**src/hdl/lmfw_pkg.sv**
```systemverilog
// Shared types, codes and frame builders for the LED matrix frame writer.
// No dependencies; imported by lmfw_cfg_if and by every module.
package lmfw_pkg;

  localparam int MAX_CHIPS  = 4;
  localparam int FRAME_BITS = 18;
  localparam int CMD_BITS   = 12;
  localparam int CNT_W      = 5;
  localparam int DEV_W      = 3;
  localparam int CFG_IDX_W  = 2;

  localparam logic [CFG_IDX_W-1:0] REG_X_DEVICES = 2'd0;
  localparam logic [CFG_IDX_W-1:0] REG_Y_DEVICES = 2'd1;

  typedef enum logic [1:0] {
    MODE_PLOT    = 2'd0,
    MODE_COLUMN  = 2'd1,
    MODE_COMMAND = 2'd2
  } mode_e;

  typedef enum logic [1:0] {
    OP_NONE    = 2'd0,
    OP_PLOT    = 2'd1,
    OP_COLUMN  = 2'd2,
    OP_COMMAND = 2'd3
  } op_kind_e;

  // decoded item held in the input register
  typedef struct packed {
    op_kind_e    kind;
    logic [1:0]  chip;
    logic [6:0]  addr;
    logic [2:0]  row;
    logic        pixel_set;
    logic [7:0]  data;
  } op_t;

  // serial frame, bit 0 goes out first
  typedef struct packed {
    logic [FRAME_BITS-1:0] bits;
    logic [CNT_W-1:0]      len;
    logic [1:0]            chip;
  } frame_t;

  // 1,0,1, address MSB first, data LSB first
  function automatic frame_t write_frame(logic [1:0] chip, logic [6:0] addr, logic [7:0] data);
    frame_t f;
    f.bits = '0;
    f.bits[0] = 1'b1;
    f.bits[1] = 1'b0;
    f.bits[2] = 1'b1;
    for (int i = 0; i < 7; i++) f.bits[3+i] = addr[6-i];
    for (int i = 0; i < 8; i++) f.bits[10+i] = data[i];
    f.len  = CNT_W'(FRAME_BITS);
    f.chip = chip;
    return f;
  endfunction

  // 1,0,0, command MSB first, trailing 0
  function automatic frame_t cmd_frame(logic [1:0] chip, logic [7:0] code);
    frame_t f;
    f.bits = '0;
    f.bits[0] = 1'b1;
    for (int i = 0; i < 8; i++) f.bits[3+i] = code[7-i];
    f.len  = CNT_W'(CMD_BITS);
    f.chip = chip;
    return f;
  endfunction

endpackage

```
**src/hdl/lmfw_if.sv**
```systemverilog
// Handshake channel interfaces: input items, serial output bits, register writes.
// Depends on lmfw_pkg.
interface lmfw_item_if;
  logic              valid;
  logic              ready;
  logic [1:0]        mode;
  logic signed [7:0] x_position;
  logic signed [6:0] y_position;
  logic              pixel_set;
  logic [7:0]        column_byte;
  logic [1:0]        command_chip;
  logic [7:0]        command_code;

  modport source (output valid, mode, x_position, y_position, pixel_set, column_byte,
                  command_chip, command_code, input ready);
  modport sink (input valid, mode, x_position, y_position, pixel_set, column_byte,
                command_chip, command_code, output ready);
endinterface

interface lmfw_bit_if;
  logic       valid;
  logic       ready;
  logic [1:0] chip_index;
  logic       serial_bit;
  logic       last_bit;

  modport source (output valid, chip_index, serial_bit, last_bit, input ready);
  modport sink (input valid, chip_index, serial_bit, last_bit, output ready);
endinterface

interface lmfw_cfg_if import lmfw_pkg::*; ();
  logic                 valid;
  logic                 ready;
  logic [CFG_IDX_W-1:0] index;
  logic [DEV_W-1:0]     data;

  modport source (output valid, index, data, input ready);
  modport sink (input valid, index, data, output ready);
endinterface

```
**src/hdl/lmfw_front.sv**
```systemverilog
// Tiling registers, coordinate decode and the input register.
// Depends on lmfw_pkg and lmfw_if.
module lmfw_front import lmfw_pkg::*; #(
  parameter int CHIP_COLUMNS = 32,
  parameter int IDX_W        = 7
) (
  input  logic             clk_i,
  input  logic             rst_ni,
  lmfw_item_if.sink        item_i,
  lmfw_cfg_if.sink         cfg_i,
  input  logic             s1_adv_i,
  output logic             s1_valid_o,
  output op_t              s1_op_o,
  output logic [IDX_W-1:0] s1_idx_o,
  output logic             rd_en_o,
  output logic [IDX_W-1:0] rd_idx_o
);

  logic [DEV_W-1:0] x_dev_q, y_dev_q;
  logic             s1_valid_q, s1_valid_d;
  op_t              s1_op_q, op_d;
  logic [IDX_W-1:0] s1_idx_q, idx_d;
  logic             accept;

  logic [6:0] x7, chip_full, col;
  logic [5:0] y6;
  logic [3:0] xq;
  logic [2:0] yq;
  logic       in_rng;

  assign cfg_i.ready  = 1'b1;
  assign item_i.ready = !s1_valid_q || s1_adv_i;
  assign accept       = item_i.valid && item_i.ready;

  always_ff @(posedge clk_i or negedge rst_ni) begin
    if (!rst_ni) begin
      x_dev_q <= DEV_W'(1);
      y_dev_q <= DEV_W'(1);
    end else if (cfg_i.valid) begin
      if (cfg_i.index == REG_X_DEVICES) x_dev_q <= cfg_i.data;
      if (cfg_i.index == REG_Y_DEVICES) y_dev_q <= cfg_i.data;
    end
  end

  always_comb begin
    x7 = item_i.x_position[6:0];
    y6 = item_i.y_position[5:0];
    // x / CHIP_COLUMNS by comparing against the multiples
    xq = '0;
    for (int k = 1; k < 16; k++) begin
      if (k * CHIP_COLUMNS < 128 && x7 >= 7'(k * CHIP_COLUMNS)) xq = 4'(k);
    end
    yq        = y6[5:3];
    chip_full = 7'(xq) + 7'(yq) * 7'(x_dev_q);
    col       = x7 - 7'(xq) * 7'(CHIP_COLUMNS);
    in_rng    = !item_i.x_position[7] && !item_i.y_position[6] &&
                ({1'b0, xq} < {2'b00, x_dev_q}) && (yq < y_dev_q) &&
                (chip_full < 7'(MAX_CHIPS));
    idx_d     = IDX_W'(chip_full) * IDX_W'(CHIP_COLUMNS) + IDX_W'(col);

    op_d.kind      = OP_NONE;
    op_d.chip      = chip_full[1:0];
    op_d.addr      = {col[5:0], 1'b0};
    op_d.row       = y6[2:0];
    op_d.pixel_set = item_i.pixel_set;
    op_d.data      = item_i.column_byte;
    case (item_i.mode)
      MODE_PLOT: begin
        if (in_rng) op_d.kind = OP_PLOT;
      end
      MODE_COLUMN: begin
        if (in_rng) op_d.kind = OP_COLUMN;
      end
      MODE_COMMAND: begin
        if ({2'b00, item_i.command_chip} < 4'(MAX_CHIPS)) begin
          op_d.kind = OP_COMMAND;
          op_d.chip = item_i.command_chip;
          op_d.data = item_i.command_code;
        end
      end
      default: ;
    endcase
  end

  assign rd_en_o  = accept && (op_d.kind == OP_PLOT || op_d.kind == OP_COLUMN);
  assign rd_idx_o = idx_d;

  always_comb begin
    s1_valid_d = s1_valid_q;
    if (s1_adv_i) s1_valid_d = 1'b0;
    if (accept)   s1_valid_d = 1'b1;
  end

  always_ff @(posedge clk_i or negedge rst_ni) begin
    if (!rst_ni) begin
      s1_valid_q <= 1'b0;
    end else begin
      s1_valid_q <= s1_valid_d;
    end
  end

  always_ff @(posedge clk_i) begin
    if (accept) begin
      s1_op_q  <= op_d;
      s1_idx_q <= idx_d;
    end
  end

  assign s1_valid_o = s1_valid_q;
  assign s1_op_o    = s1_op_q;
  assign s1_idx_o   = s1_idx_q;

  // a held item must not be disturbed while the serialiser is busy
  a_s1_hold: assert property (@(posedge clk_i) disable iff (!rst_ni)
    s1_valid_q && !s1_adv_i |=> s1_valid_q && $stable(s1_op_q) && $stable(s1_idx_q))
    else $error("input register changed while stalled");

endmodule

```
**src/hdl/lmfw_shadow.sv**
```systemverilog
// Shadow column memory with read-modify-write and frame assembly.
// Depends on lmfw_pkg.
module lmfw_shadow import lmfw_pkg::*; #(
  parameter int DEPTH = 128,
  parameter int IDX_W = 7
) (
  input  logic             clk_i,
  input  logic             rst_ni,
  input  logic             s1_valid_i,
  input  op_t              s1_op_i,
  input  logic [IDX_W-1:0] s1_idx_i,
  input  logic             rd_en_i,
  input  logic [IDX_W-1:0] rd_idx_i,
  input  logic             frame_free_i,
  output logic             s1_adv_o,
  output logic             ld_valid_o,
  output frame_t           ld_frame_o
);

  logic [7:0]       mem [DEPTH];
  logic [DEPTH-1:0] valid_q;
  logic [7:0]       mem_rd_q, fwd_data_q;
  logic             vld_rd_q, fwd_q;
  logic             wr_en;
  logic [7:0]       old_byte, mask, wdata;

  assign s1_adv_o   = s1_valid_i && (s1_op_i.kind == OP_NONE || frame_free_i);
  assign wr_en      = s1_adv_o && (s1_op_i.kind == OP_PLOT || s1_op_i.kind == OP_COLUMN);
  assign ld_valid_o = s1_adv_o && (s1_op_i.kind != OP_NONE);

  // entries never written read as the cleared display
  assign old_byte = fwd_q ? fwd_data_q : (vld_rd_q ? mem_rd_q : 8'h00);
  assign mask     = 8'h01 << s1_op_i.row;

  always_comb begin
    wdata = s1_op_i.data;
    if (s1_op_i.kind == OP_PLOT) begin
      wdata = s1_op_i.pixel_set ? (old_byte | mask) : (old_byte & ~mask);
    end
    if (s1_op_i.kind == OP_COMMAND) begin
      ld_frame_o = cmd_frame(s1_op_i.chip, s1_op_i.data);
    end else begin
      ld_frame_o = write_frame(s1_op_i.chip, s1_op_i.addr, wdata);
    end
  end

  always_ff @(posedge clk_i) begin
    if (wr_en) mem[s1_idx_i] <= wdata;
  end

  // read at acceptance; bypass a write-back to the same column in that cycle
  always_ff @(posedge clk_i) begin
    if (rd_en_i) begin
      mem_rd_q   <= mem[rd_idx_i];
      vld_rd_q   <= valid_q[rd_idx_i];
      fwd_q      <= wr_en && (s1_idx_i == rd_idx_i);
      fwd_data_q <= wdata;
    end
  end

  always_ff @(posedge clk_i or negedge rst_ni) begin
    if (!rst_ni) begin
      valid_q <= '0;
    end else if (wr_en) begin
      valid_q[s1_idx_i] <= 1'b1;
    end
  end

  a_valid_mark: assert property (@(posedge clk_i) disable iff (!rst_ni)
    wr_en |=> valid_q[$past(s1_idx_i)])
    else $error("written column not marked valid");

endmodule

```
**src/hdl/lmfw_serial.sv**
```systemverilog
// Frame shift register driving the serial bit channel.
// Depends on lmfw_pkg and lmfw_if.
module lmfw_serial import lmfw_pkg::*; (
  input  logic       clk_i,
  input  logic       rst_ni,
  input  logic       ld_valid_i,
  input  frame_t     ld_frame_i,
  output logic       frame_free_o,
  lmfw_bit_if.source bit_o
);

  logic [CNT_W-1:0]      cnt_q, cnt_d;
  logic [FRAME_BITS-1:0] sh_q, sh_d;
  logic [1:0]            chip_q, chip_d;
  logic                  beat;

  assign beat         = bit_o.valid && bit_o.ready;
  assign frame_free_o = (cnt_q == '0) || (cnt_q == CNT_W'(1) && beat);

  assign bit_o.valid      = (cnt_q != '0);
  assign bit_o.chip_index = chip_q;
  assign bit_o.serial_bit = sh_q[0];
  assign bit_o.last_bit   = (cnt_q == CNT_W'(1));

  always_comb begin
    cnt_d  = cnt_q;
    sh_d   = sh_q;
    chip_d = chip_q;
    if (beat) begin
      cnt_d = cnt_q - CNT_W'(1);
      sh_d  = sh_q >> 1;
    end
    if (ld_valid_i) begin
      cnt_d  = ld_frame_i.len;
      sh_d   = ld_frame_i.bits;
      chip_d = ld_frame_i.chip;
    end
  end

  always_ff @(posedge clk_i or negedge rst_ni) begin
    if (!rst_ni) begin
      cnt_q <= '0;
    end else begin
      cnt_q <= cnt_d;
    end
  end

  always_ff @(posedge clk_i) begin
    sh_q   <= sh_d;
    chip_q <= chip_d;
  end

  a_no_overrun: assert property (@(posedge clk_i) disable iff (!rst_ni)
    ld_valid_i |-> (cnt_q == '0) || (cnt_q == CNT_W'(1) && beat))
    else $error("frame loaded over one still being sent");

  a_idle_after_last: assert property (@(posedge clk_i) disable iff (!rst_ni)
    beat && bit_o.last_bit && !ld_valid_i |=> !bit_o.valid)
    else $error("bits continue after the last beat of a frame");

endmodule

```
**src/hdl/led_matrix_pixel_frame_writer.sv**
```systemverilog
// An accepted item goes into the input register; once no earlier frame is still going
// out, its frame loads into the output shift register, which offers the first bit.
// Output: one bit per beat from the shift register, 18 bits per write, 12 per command;
// the next item waits in the input register, and items with no result pass without a frame.
// Reset: tiling returns to one by one chip; the shadow memory reads as cleared via
// per-column valid flops, so no clearing pass is needed and items are taken at once.
module led_matrix_pixel_frame_writer import lmfw_pkg::*; #(
  parameter int CHIP_COLUMNS = 32
) (
  input  logic       clk_i,
  input  logic       rst_ni,
  lmfw_item_if.sink  item_i,
  lmfw_cfg_if.sink   cfg_i,
  lmfw_bit_if.source bit_o
);

  localparam int DEPTH = MAX_CHIPS * CHIP_COLUMNS;
  localparam int IDX_W = $clog2(DEPTH);

  logic             s1_adv, s1_valid, rd_en, ld_valid, frame_free;
  op_t              s1_op;
  logic [IDX_W-1:0] s1_idx, rd_idx;
  frame_t           ld_frame;

  lmfw_front #(
    .CHIP_COLUMNS (CHIP_COLUMNS),
    .IDX_W        (IDX_W)
  ) u_front (
    .clk_i      (clk_i),
    .rst_ni     (rst_ni),
    .item_i     (item_i),
    .cfg_i      (cfg_i),
    .s1_adv_i   (s1_adv),
    .s1_valid_o (s1_valid),
    .s1_op_o    (s1_op),
    .s1_idx_o   (s1_idx),
    .rd_en_o    (rd_en),
    .rd_idx_o   (rd_idx)
  );

  lmfw_shadow #(
    .DEPTH (DEPTH),
    .IDX_W (IDX_W)
  ) u_shadow (
    .clk_i        (clk_i),
    .rst_ni       (rst_ni),
    .s1_valid_i   (s1_valid),
    .s1_op_i      (s1_op),
    .s1_idx_i     (s1_idx),
    .rd_en_i      (rd_en),
    .rd_idx_i     (rd_idx),
    .frame_free_i (frame_free),
    .s1_adv_o     (s1_adv),
    .ld_valid_o   (ld_valid),
    .ld_frame_o   (ld_frame)
  );

  lmfw_serial u_serial (
    .clk_i        (clk_i),
    .rst_ni       (rst_ni),
    .ld_valid_i   (ld_valid),
    .ld_frame_i   (ld_frame),
    .frame_free_o (frame_free),
    .bit_o        (bit_o)
  );

endmodule

```
**src/flat_wrapper.sv**
```systemverilog
// flat-port wrapper written by rule: the top's interface ports become plain ports
module led_matrix_pixel_frame_writer_flat import lmfw_pkg::*;
#(
  parameter int CHIP_COLUMNS = 32
)
  (clk_i, rst_ni, item_i_valid, item_i_mode, item_i_x_position, item_i_y_position, item_i_pixel_set, item_i_column_byte, item_i_command_chip, item_i_command_code, item_i_ready, cfg_i_valid, cfg_i_index, cfg_i_data, cfg_i_ready, bit_o_valid, bit_o_chip_index, bit_o_serial_bit, bit_o_last_bit, bit_o_ready);
  lmfw_item_if item_i_i ();
  lmfw_cfg_if cfg_i_i ();
  lmfw_bit_if bit_o_i ();
  input  logic clk_i;
  input  logic rst_ni;
  input wire logic [$bits(item_i_i.valid)-1:0] item_i_valid;
  input wire logic [$bits(item_i_i.mode)-1:0] item_i_mode;
  input wire logic [$bits(item_i_i.x_position)-1:0] item_i_x_position;
  input wire logic [$bits(item_i_i.y_position)-1:0] item_i_y_position;
  input wire logic [$bits(item_i_i.pixel_set)-1:0] item_i_pixel_set;
  input wire logic [$bits(item_i_i.column_byte)-1:0] item_i_column_byte;
  input wire logic [$bits(item_i_i.command_chip)-1:0] item_i_command_chip;
  input wire logic [$bits(item_i_i.command_code)-1:0] item_i_command_code;
  output wire logic [$bits(item_i_i.ready)-1:0] item_i_ready;
  input wire logic [$bits(cfg_i_i.valid)-1:0] cfg_i_valid;
  input wire logic [$bits(cfg_i_i.index)-1:0] cfg_i_index;
  input wire logic [$bits(cfg_i_i.data)-1:0] cfg_i_data;
  output wire logic [$bits(cfg_i_i.ready)-1:0] cfg_i_ready;
  output wire logic [$bits(bit_o_i.valid)-1:0] bit_o_valid;
  output wire logic [$bits(bit_o_i.chip_index)-1:0] bit_o_chip_index;
  output wire logic [$bits(bit_o_i.serial_bit)-1:0] bit_o_serial_bit;
  output wire logic [$bits(bit_o_i.last_bit)-1:0] bit_o_last_bit;
  input wire logic [$bits(bit_o_i.ready)-1:0] bit_o_ready;
  assign item_i_i.valid = item_i_valid;
  assign item_i_i.mode = item_i_mode;
  assign item_i_i.x_position = item_i_x_position;
  assign item_i_i.y_position = item_i_y_position;
  assign item_i_i.pixel_set = item_i_pixel_set;
  assign item_i_i.column_byte = item_i_column_byte;
  assign item_i_i.command_chip = item_i_command_chip;
  assign item_i_i.command_code = item_i_command_code;
  assign item_i_ready = item_i_i.ready;
  assign cfg_i_i.valid = cfg_i_valid;
  assign cfg_i_i.index = cfg_i_index;
  assign cfg_i_i.data = cfg_i_data;
  assign cfg_i_ready = cfg_i_i.ready;
  assign bit_o_valid = bit_o_i.valid;
  assign bit_o_chip_index = bit_o_i.chip_index;
  assign bit_o_serial_bit = bit_o_i.serial_bit;
  assign bit_o_last_bit = bit_o_i.last_bit;
  assign bit_o_i.ready = bit_o_ready;
  led_matrix_pixel_frame_writer #(.CHIP_COLUMNS(CHIP_COLUMNS)) u_core (.clk_i(clk_i), .rst_ni(rst_ni), .item_i(item_i_i), .cfg_i(cfg_i_i), .bit_o(bit_o_i));
endmodule
```
**config.mk**
```make
export PLATFORM = sky130hd
export DESIGN_NAME = led_matrix_pixel_frame_writer_flat
export DESIGN_NICKNAME = d
export VERILOG_FILES = /design/src/hdl/lmfw_pkg.sv /design/src/hdl/lmfw_if.sv /design/src/hdl/lmfw_front.sv /design/src/hdl/lmfw_shadow.sv /design/src/hdl/lmfw_serial.sv /design/src/hdl/led_matrix_pixel_frame_writer.sv /design/src/flat_wrapper.sv
export SDC_FILE = /design/constraint.sdc
export NUM_CORES = 1
export LEC_CHECK = 0
export BUFFER_PORTS_ARGS = -buffer_cell sky130_fd_sc_hd__buf_2
export CAP_MARGIN = 0
export CELL_PAD_IN_SITES_DETAIL_PLACEMENT = 0
export CELL_PAD_IN_SITES_GLOBAL_PLACEMENT = 1
export CORE_ASPECT_RATIO = 1.1
export CORE_MARGIN = 2
export CORE_UTILIZATION = 48
export CTS_CLUSTER_DIAMETER = 100
export DETAILED_ROUTE_END_ITERATION = 10
export PLACE_DENSITY = 0.82
export REMOVE_ABC_BUFFERS = 1
export SETUP_SLACK_MARGIN = 0.05
export SYNTH_ARGS = -nofsm -noshare
export SYNTH_HDL_FRONTEND = slang
export SYNTH_SLANG_ARGS = --single-unit
```
**constraint.sdc**
```tcl
create_clock -name clk_i -period 8.69 [get_ports clk_i]
set_input_delay 1.3035 -clock clk_i [delete_from_list [all_inputs] [get_ports clk_i]]
set_output_delay 1.3035 -clock clk_i [all_outputs]
set_load 0.03 [all_outputs]
```
==> impl_results.md, run 1 <==
* Outcome: completed
* HPWL after DPL at 61.3 mm
* Clk_skew at 0.0283 ns
* Post-synth EDFFs at 1086
* Max Slew Vio Count at 0
* Synth Register Bits at 1226
* Die X-Extent at 307 um
* Remaining antenna violation count at 0
* Initial core utilization at 48.4%
* Gate Count Post-Synth at 2297
* Fraction of registers with async set/reset at 11.4%
* Global Route Usage Sum at 20.4%
* CTS root buffer: clkbuf_16
* Post-CTS sizing at 0
* Fin. Hold Viols at 0
* Synth warn at 0
* Adder-cell area share of the yosys netlist at 0.623%
* Worst Path Required at 9.10 ns
* Die area at 104000 um^2
* 1st-iter DRT viols at 2329
* Placer Congestion at 0.805
* Power, Total at 13.2 mW
* Drt via density at 6.14
* DRT Wirelength at 104 mm
* Multiplexer share of the synthesized area at 18.1%
* Max-cap violations at 0
* WL/cell at 27.7 um
* Gr ovfl total at 0
* Residual DRC count at 0
* Post-Synth XOR/XNOR Area at 0.216%
* CTS buffer count at 113
* Sequential area share after synthesis at 74.3%
* Setup crit start kind: input port
* Clk buf depth at 3
* Slowest CP cell: buf_8
* N_diodes at 0
* Crit. End Element: flip-flop
* Setup TNS at 0 ns
* Clock Sinks at 1226
* Initial antenna violation count at 0
* First-pass GRT wire length at 157 mm
* Main combinational cell family by area after synthesis: multiplexers
* Critical-path cell list: buf_8, buf_12, mux4_2, mux4_2, mux2_2, o22ai_1, a221oi_1
* Simple-gate share of the synthesized area at 2.34%
* Synth Area in Compound Gates at 2.92%
* CP peak stage delay at 0.58 ns
* Arr. time, crit path at 4.46 ns
* Synth Flop Type: edfxtp_1
* # IOs at 53
* Worst Setup Path Type: input port to flip-flop
* Largest net degree at the start of global routing at 111
* Min cycle time layout at 4.05 ns
* Fill count at 7449
* Layout cells sized above 1 at 27.0%
* H-tree depth at 3
* FP Rows at 122
* CTS tree: built
* Setup bufs post-CTS at 0
* Hold Buf Count CTS at 0
* Min-Delay Path Class: flip-flop to flip-flop
* Area Overhead vs Synth at 10.7%
* CP Max Fanout at 110
* DRT Pass-1 Iters at 5
* Most frequent cells in the layout: edfxtp_1, mux4_2, nor2_1
* Reg clk slew, reported paths at 0.06 ns
* Power density over the cells at 245 nW/um^2
* Fmax at 247 MHz
* RSZ-0062 raised after global routing: false
* IO buf count at 51
* Synth Cell Area at 48600 um^2
* Top cell by count, worst path: mux4_2
* Core ar. at 100000 um^2
* Leak at 17.5 nW
* Maximum vdd drop at 0.000150 V
* Commonest non-fill, non-tap cell in the layout: edfxtp_1
* Setup violators final at 0
* Count of different cell masters after synthesis at 48
* Max-slew headroom at 28.6%
* Vias in the first global route at 23900
* Fin crit share at 46.6%
* Clk Latency, worst-skew pair at 0.70 ns
* Slew @ Worst Pin at 1.07 ns
* Vias at 23000
* DIE HEIGHT at 338 um
* Syn Area/Cell at 21.2 um^2
* Fin nets at 2414
## metrics by stage
step | util, % | area [um^2] | std cells | hold slack [ns] | setup WS, ns
2_1_floorplan | - | 47900 | 2148 | 0.400 | 1.13
5_1_grt | 53.6 | 53800 | 3745 | 0.426 | 4.36
6_report | 53.6 | 53800 | 3745 | 0.421 | 4.64
3_3_place_gp | 50.0 | 50200 | 3532 | 0.406 | 3.95
3_5_place_dp | 50.0 | 50200 | 3532 | 0.406 | 3.92
4_1_cts | 53.6 | 53800 | 3745 | 0.421 | 4.68
## worst max-delay path: cells and delay by family
kind	cells	cell delay (ns)
compound gates	2	0.43
buf+inv	2	1.09
mux	3	1.32
## sequential cells by signal, summed over array words and instances (netlist names), 2 cells and up
register and count:
u_core.u_shadow.mem 1024, u_core.u_shadow.valid_q 128, u_core.u_serial.sh_q 18, u_core.u_front.s1_op_o 17, u_core.u_shadow.fwd_data_q 8, u_core.u_shadow.mem_rd_q 8
u_core.u_front.s1_idx_o 7, u_core.u_serial.cnt_q 5, u_core.u_front.x_dev_q 3, u_core.u_front.y_dev_q 3, u_core.u_serial.bit_o.chip_index 2
## power breakdown
part	switching, mW	internal (mW)	leakage (nW)	total [mW]
combinational	0.870	0.460	4.00	1.33
clock	2.13	2.70	1.77	4.83
sequential	0.120	6.93	11.7	7.05
## synth_stat cells, drive strengths merged (13+ instances only)
cell / n / area, um^2
clkbuf: 77 / 289
ha: 21 / 263
mux2i: 26 / 260
dfrtp: 138 / 3450
nand2: 39 / 146
o21bai: 127 / 953
mux2: 36 / 405
o21ai: 16 / 80.1
edfxtp: 1086 / 32600
and2: 13 / 81.3
mux4: 360 / 8110
nand3: 14 / 70.1
inv: 15 / 56.3
buf: 72 / 399
nor2: 139 / 522
## cell families after synthesis
| group | count (synthesis) |
|---|---|
| multiplexers | 422 |
| flip-flops | 1226 |
| AO/OA/AOI/OAI | 195 |
| XOR/XNOR | 12 |
| other | 1 |
| AND/OR/NAND/NOR | 253 |
| adder cells (fa/ha/maj) | 23 |
| buffers and inverters | 165 |
## layer usage
| metal | up-vias | global-route usage, % | share of wire (%) |
|---|---|---|---|
| met5 | - | 0 | 0 |
| met4 | 0 | 6.79 | 2.8 |
| met3 | 143 | 3.20 | 7.5 |
| met2 | 1050 | 33.4 | 50 |
| met1 | 12300 | 28.2 | 40 |
| li1 | 9533 | - | - |
## cell type report
type	instances	area (um^2)	area share (%)
timing repair buffer	82	569	1.06
multi-input combinational	906	11800	22.0
sequential	1226	36100	67.1
clock inverter	72	637	1.18
inverter	16	60.1	0.112
tap	1302	1630	3.03
clock buffer	141	2970	5.53
## final timing paths
| check | end | from | cells after the start | slack (ns) |
|---|---|---|---|---|
| worst min register to register | u_core.u_serial.bit_o.chip_index[1] | u_core.u_front.s1_op_o[20] | 0 | 0.42 |
| worst max-delay path | u_core.u_shadow.mem_rd_q[4] | item_i_x_position[2] | 7 | 4.64 |
| worst max register to register | u_core.u_shadow.mem[66][2] | u_core.u_serial.cnt_q[0] | 8 | 4.90 |
| min in group asynchronous | u_core.u_front.y_dev_q[1] | rst_ni | 1 | 0.58 |
| max in group asynchronous | u_core.u_shadow.valid_q[72] | rst_ni | 2 | 6.73 |
| worst min-delay path | u_core.u_serial.bit_o.chip_index[1] | u_core.u_front.s1_op_o[20] | 0 | 0.42 |
No activity file was read; power rests on OpenSTA's default activity.
==> inputs of run 2 (changes only) <==
Settings changed: PLACE_DENSITY 0.82 to 0.84.
Clock period 8.69 ns to 3.7 ns, I/O delays scaled along.
==> run 2 against run 1 <==
Net effect: final cell count rose by 2.1%; clock skew fell by 0.0064 ns; non-clock buffer count rose by 89; via count grew 1.5%; utilization is 0.90 points higher; final area is 1.7% higher; flip-flop and latch count unchanged; routed wire length increased by 1.0%; critical path depth grew 1; sequential power grew 130%; global-route usage grew 0.23 points; power grew 130%; critical endpoint is now u_core.u_shadow.mem[78][1]; highest routed layer is now met5.
==> impl_results.md, run 2 (synthesis results as in run 1) <==
* Place WS at 0.154 ns (-3.77 ns)
* R2r setup slk at 0.20 ns (-4.70 ns)
* Sw Share at 23.7% (+0.10 points)
* Slowest CP cell: o211ai_1
* Die area at 104000 um^2 (unchanged)
* DRT Pass-1 Iters at 6 (+1)
* Clk buf depth at 3 (unchanged)
* Layout cells sized above 1 at 29.7% (+2.7 points)
* 1st-iter DRT viols at 2672 (+15%)
* Drt via density at 6.11 (-0.58%)
* R2r worst-path depth at 8 (unchanged)
* Worst setup path endpoint: u_core.u_shadow.mem[78][1]
* Fin nets at 2498 (+3.5%)
* Setup bufs post-CTS at 0 (unchanged)
* Die X-Extent at 307 um (unchanged)
* HPWL after DPL at 64.0 mm (+4.4%)
* Power, Total at 30.9 mW (+130%)
* Remaining antenna violation count at 0 (unchanged)
* Power density over the cells at 565 nW/um^2 (+130%)
* Outcome: completed
* CTS root buffer: clkbuf_16
* Initial antenna violation count at 2 (+2)
* Fmax at 286 MHz
* DRT Wirelength at 105 mm (+1.0%)
* Worst reg2reg startpoint: u_core.u_serial.cnt_q[0]
* Storage element area at 36100 um^2 (unchanged)
* Crit path depth at 8 (+1)
* Metal-1 WL at 42.0 mm (+1.6%)
* RSZ-0062 raised after global routing: false
* Commonest non-fill, non-tap cell in the layout: edfxtp_1
* Hold Buf Count CTS at 1 (+1)
* Max FFs per register at 1024 (unchanged)
* Leak at 18.0 nW (+2.9%)
* Post-CTS sizing at 0 (unchanged)
* Setup violators final at 0 (unchanged)
* Largest registers: u_core.u_shadow.mem x1024, u_core.u_shadow.valid_q x128, u_core.u_serial.sh_q x18
* Min-Delay Path Class: input port to flip-flop
* CP Max Fanout at 20 (-82%)
* Gr ovfl total at 0 (unchanged)
* WL/cell at 27.4 um (-1.1%)
* Area Overhead vs Synth at 12.5%
* FP Rows at 122 (unchanged)
* Reg2reg end: u_core.u_shadow.mem[78][1]
* Clock Sinks at 1226 (unchanged)
* Most frequent cells in the layout: edfxtp_1, mux4_2, nor2_1
* Biggest register: u_core.u_shadow.mem
* N_diodes at 0 (unchanged)
* Max-cap violations at 0 (unchanged)
* Reg clk slew, reported paths at 0.06 ns (about the same)
* Internal power at 23.6 mW (+130%)
* H-tree depth at 3 (unchanged)
* Vias at 23300 (+1.5%)
* Clock Power Share at 35.7% (-0.9 points)
* Setup TNS at 0 ns (unchanged)
* Maximum vdd drop at 0.000460 V (+210%)
* CTS buffer count at 108 (-4.4%)
* Worst Setup Path Type: flip-flop to flip-flop
* DIE HEIGHT at 338 um (unchanged)
* Vias in the first global route at 24600 (+2.7%)
* Worst setup path startpoint: u_core.u_serial.cnt_q[0]
* Top Metal Used: met5
* CP peak stage delay at 0.84 ns (+0.26 ns)
* Clk_skew at 0.0219 ns (-0.00641 ns)
* Fill count at 7312 (-1.8%)
* Min cycle time layout at 3.50 ns
* Placed insts at 3620 (+2.5%)
* IO buf count at 51 (unchanged)
* Crit. End Element: flip-flop
* Max Slew Vio Count at 0 (unchanged)
* Final WS setup at 0.202 ns (-4.44 ns)
* Fin. Hold Viols at 0 (unchanged)
* WL met2 at 52.5 mm (+1.5%)
* CTS tree: built
* Largest delay contributor family on the critical path: simple AND/OR/NAND/NOR gates
* Slew @ Worst Pin at 1.08 ns (+0.00491 ns)
* Global Route Usage Sum at 20.6% (+0.23 points)
* Clk Latency, worst-skew pair at 0.70 ns (about the same)
* Largest net degree at the start of global routing at 94 (-15%)
* Placer Congestion at 0.809 (+0.56%)
* Final Non-Filler Cells at 3824 (+2.1%)
* Fin crit share at 94.5%
* First-pass GRT wire length at 159 mm (+1.5%)
* Max-slew headroom at 27.9% (-0.64 points)
* Initial core utilization at 48.4% (unchanged)
* Setup crit start kind: flip-flop
* Worst Path Buf+Inv at 2 (unchanged)
* Residual DRC count at 0 (unchanged)
* Arr. time, crit path at 3.84 ns (-0.62 ns)
* Flop pwr share at 53.5% (about the same)
* # IOs at 53 (unchanged)
* Area of the multi-input gates at 11800 um^2 (unchanged)
* Worst Path Required at 4.04 ns (-5.06 ns)
* Met3 wire length at 6.95 mm (-11%)
* Logic pwr share at 10.8% (+0.7 points)
* Net Sw Power at 7.33 mW (+140%)
* Core ar. at 100000 um^2 (unchanged)
* Critical-path cell list: inv_1, ha_1, a21oi_1, nor4_1, buf_4, o211ai_1, or2_2, nor2_1
run 2: cell types whose count changed in the layout (fill, tap and decap cells not counted), sizes merged:
cell / delta
buf: +88
clkinv: -11
clkinvlp: +5
clkbuf: -3
bufinv: -2
dlygate4sd3: +1
inv: +1
run 2: worst register-to-register path, delay by kind of cell (launching register included):
kind | cells | cell delay [ns]
flops | 1 | 0.38
fa+ha+maj | 1 | 0.24
buf+inv | 2 | 0.24
compound gates | 2 | 0.97
simple gates | 3 | 1.35
run 2: metal layers:
| layer | up-vias | GRT usage, % |
|---|---|---|
| li1 | 9708 | - |
| met2 | 1007 | 34.3 |
| met3 | 183 | 3.26 |
| met5 | - | 0 |
| met1 | 12400 | 27.9 |
| met4 | 4 | 7.16 |
run 2: stage by stage:
stage / hold slack [ns] / util [%] / instance area (um^2)
floorplan: 0.259 / - / 47900
global placement: 0.406 / 51.0 / 51200
finish: 0.0727 / 54.5 / 54700
global route: 0.0682 / 54.5 / 54700
CTS: 0.0499 / 54.5 / 54700
detailed placement: 0.422 / 51.0 / 51200
run 2: how the worst min path moves through the flow:
stage                                     endpoint                       start  cells past startpoint
2_1_floorplan            u_core.u_front.s1_valid_o                      rst_ni                      0
3_3_place_gp   u_core.u_serial.bit_o.chip_index[1]  u_core.u_front.s1_op_o[20]                      0
3_5_place_dp   u_core.u_serial.bit_o.chip_index[0]  u_core.u_front.s1_op_o[19]                      0
4_1_cts                 u_core.u_front.s1_op_o[10]        item_i_y_position[1]                      1
5_1_grt                 u_core.u_front.s1_op_o[11]        item_i_y_position[2]                      1
6_report                u_core.u_front.s1_op_o[10]        item_i_y_position[1]                      1
run 2: layout make-up:
class	count	share of cell area [%]
sequential	1226	66.0
multi-input combinational	906	21.6
clock buffer	138	5.35
tap	1302	2.98
timing repair buffer	171	2.95
clock inverter	65	0.993
inverter	16	0.110
run 2: power by group through the flow:
stage | registers, mW | clock network (mW) | logic (mW)
floorplan | 16.9 | 0 | 1.80
global placement | 16.8 | 0 | 3.19
detailed placement | 16.8 | 0 | 3.35
CTS | 16.5 | 11.2 | 3.36
global route | 16.6 | 11.7 | 3.59
finish | 16.5 | 11.0 | 3.33
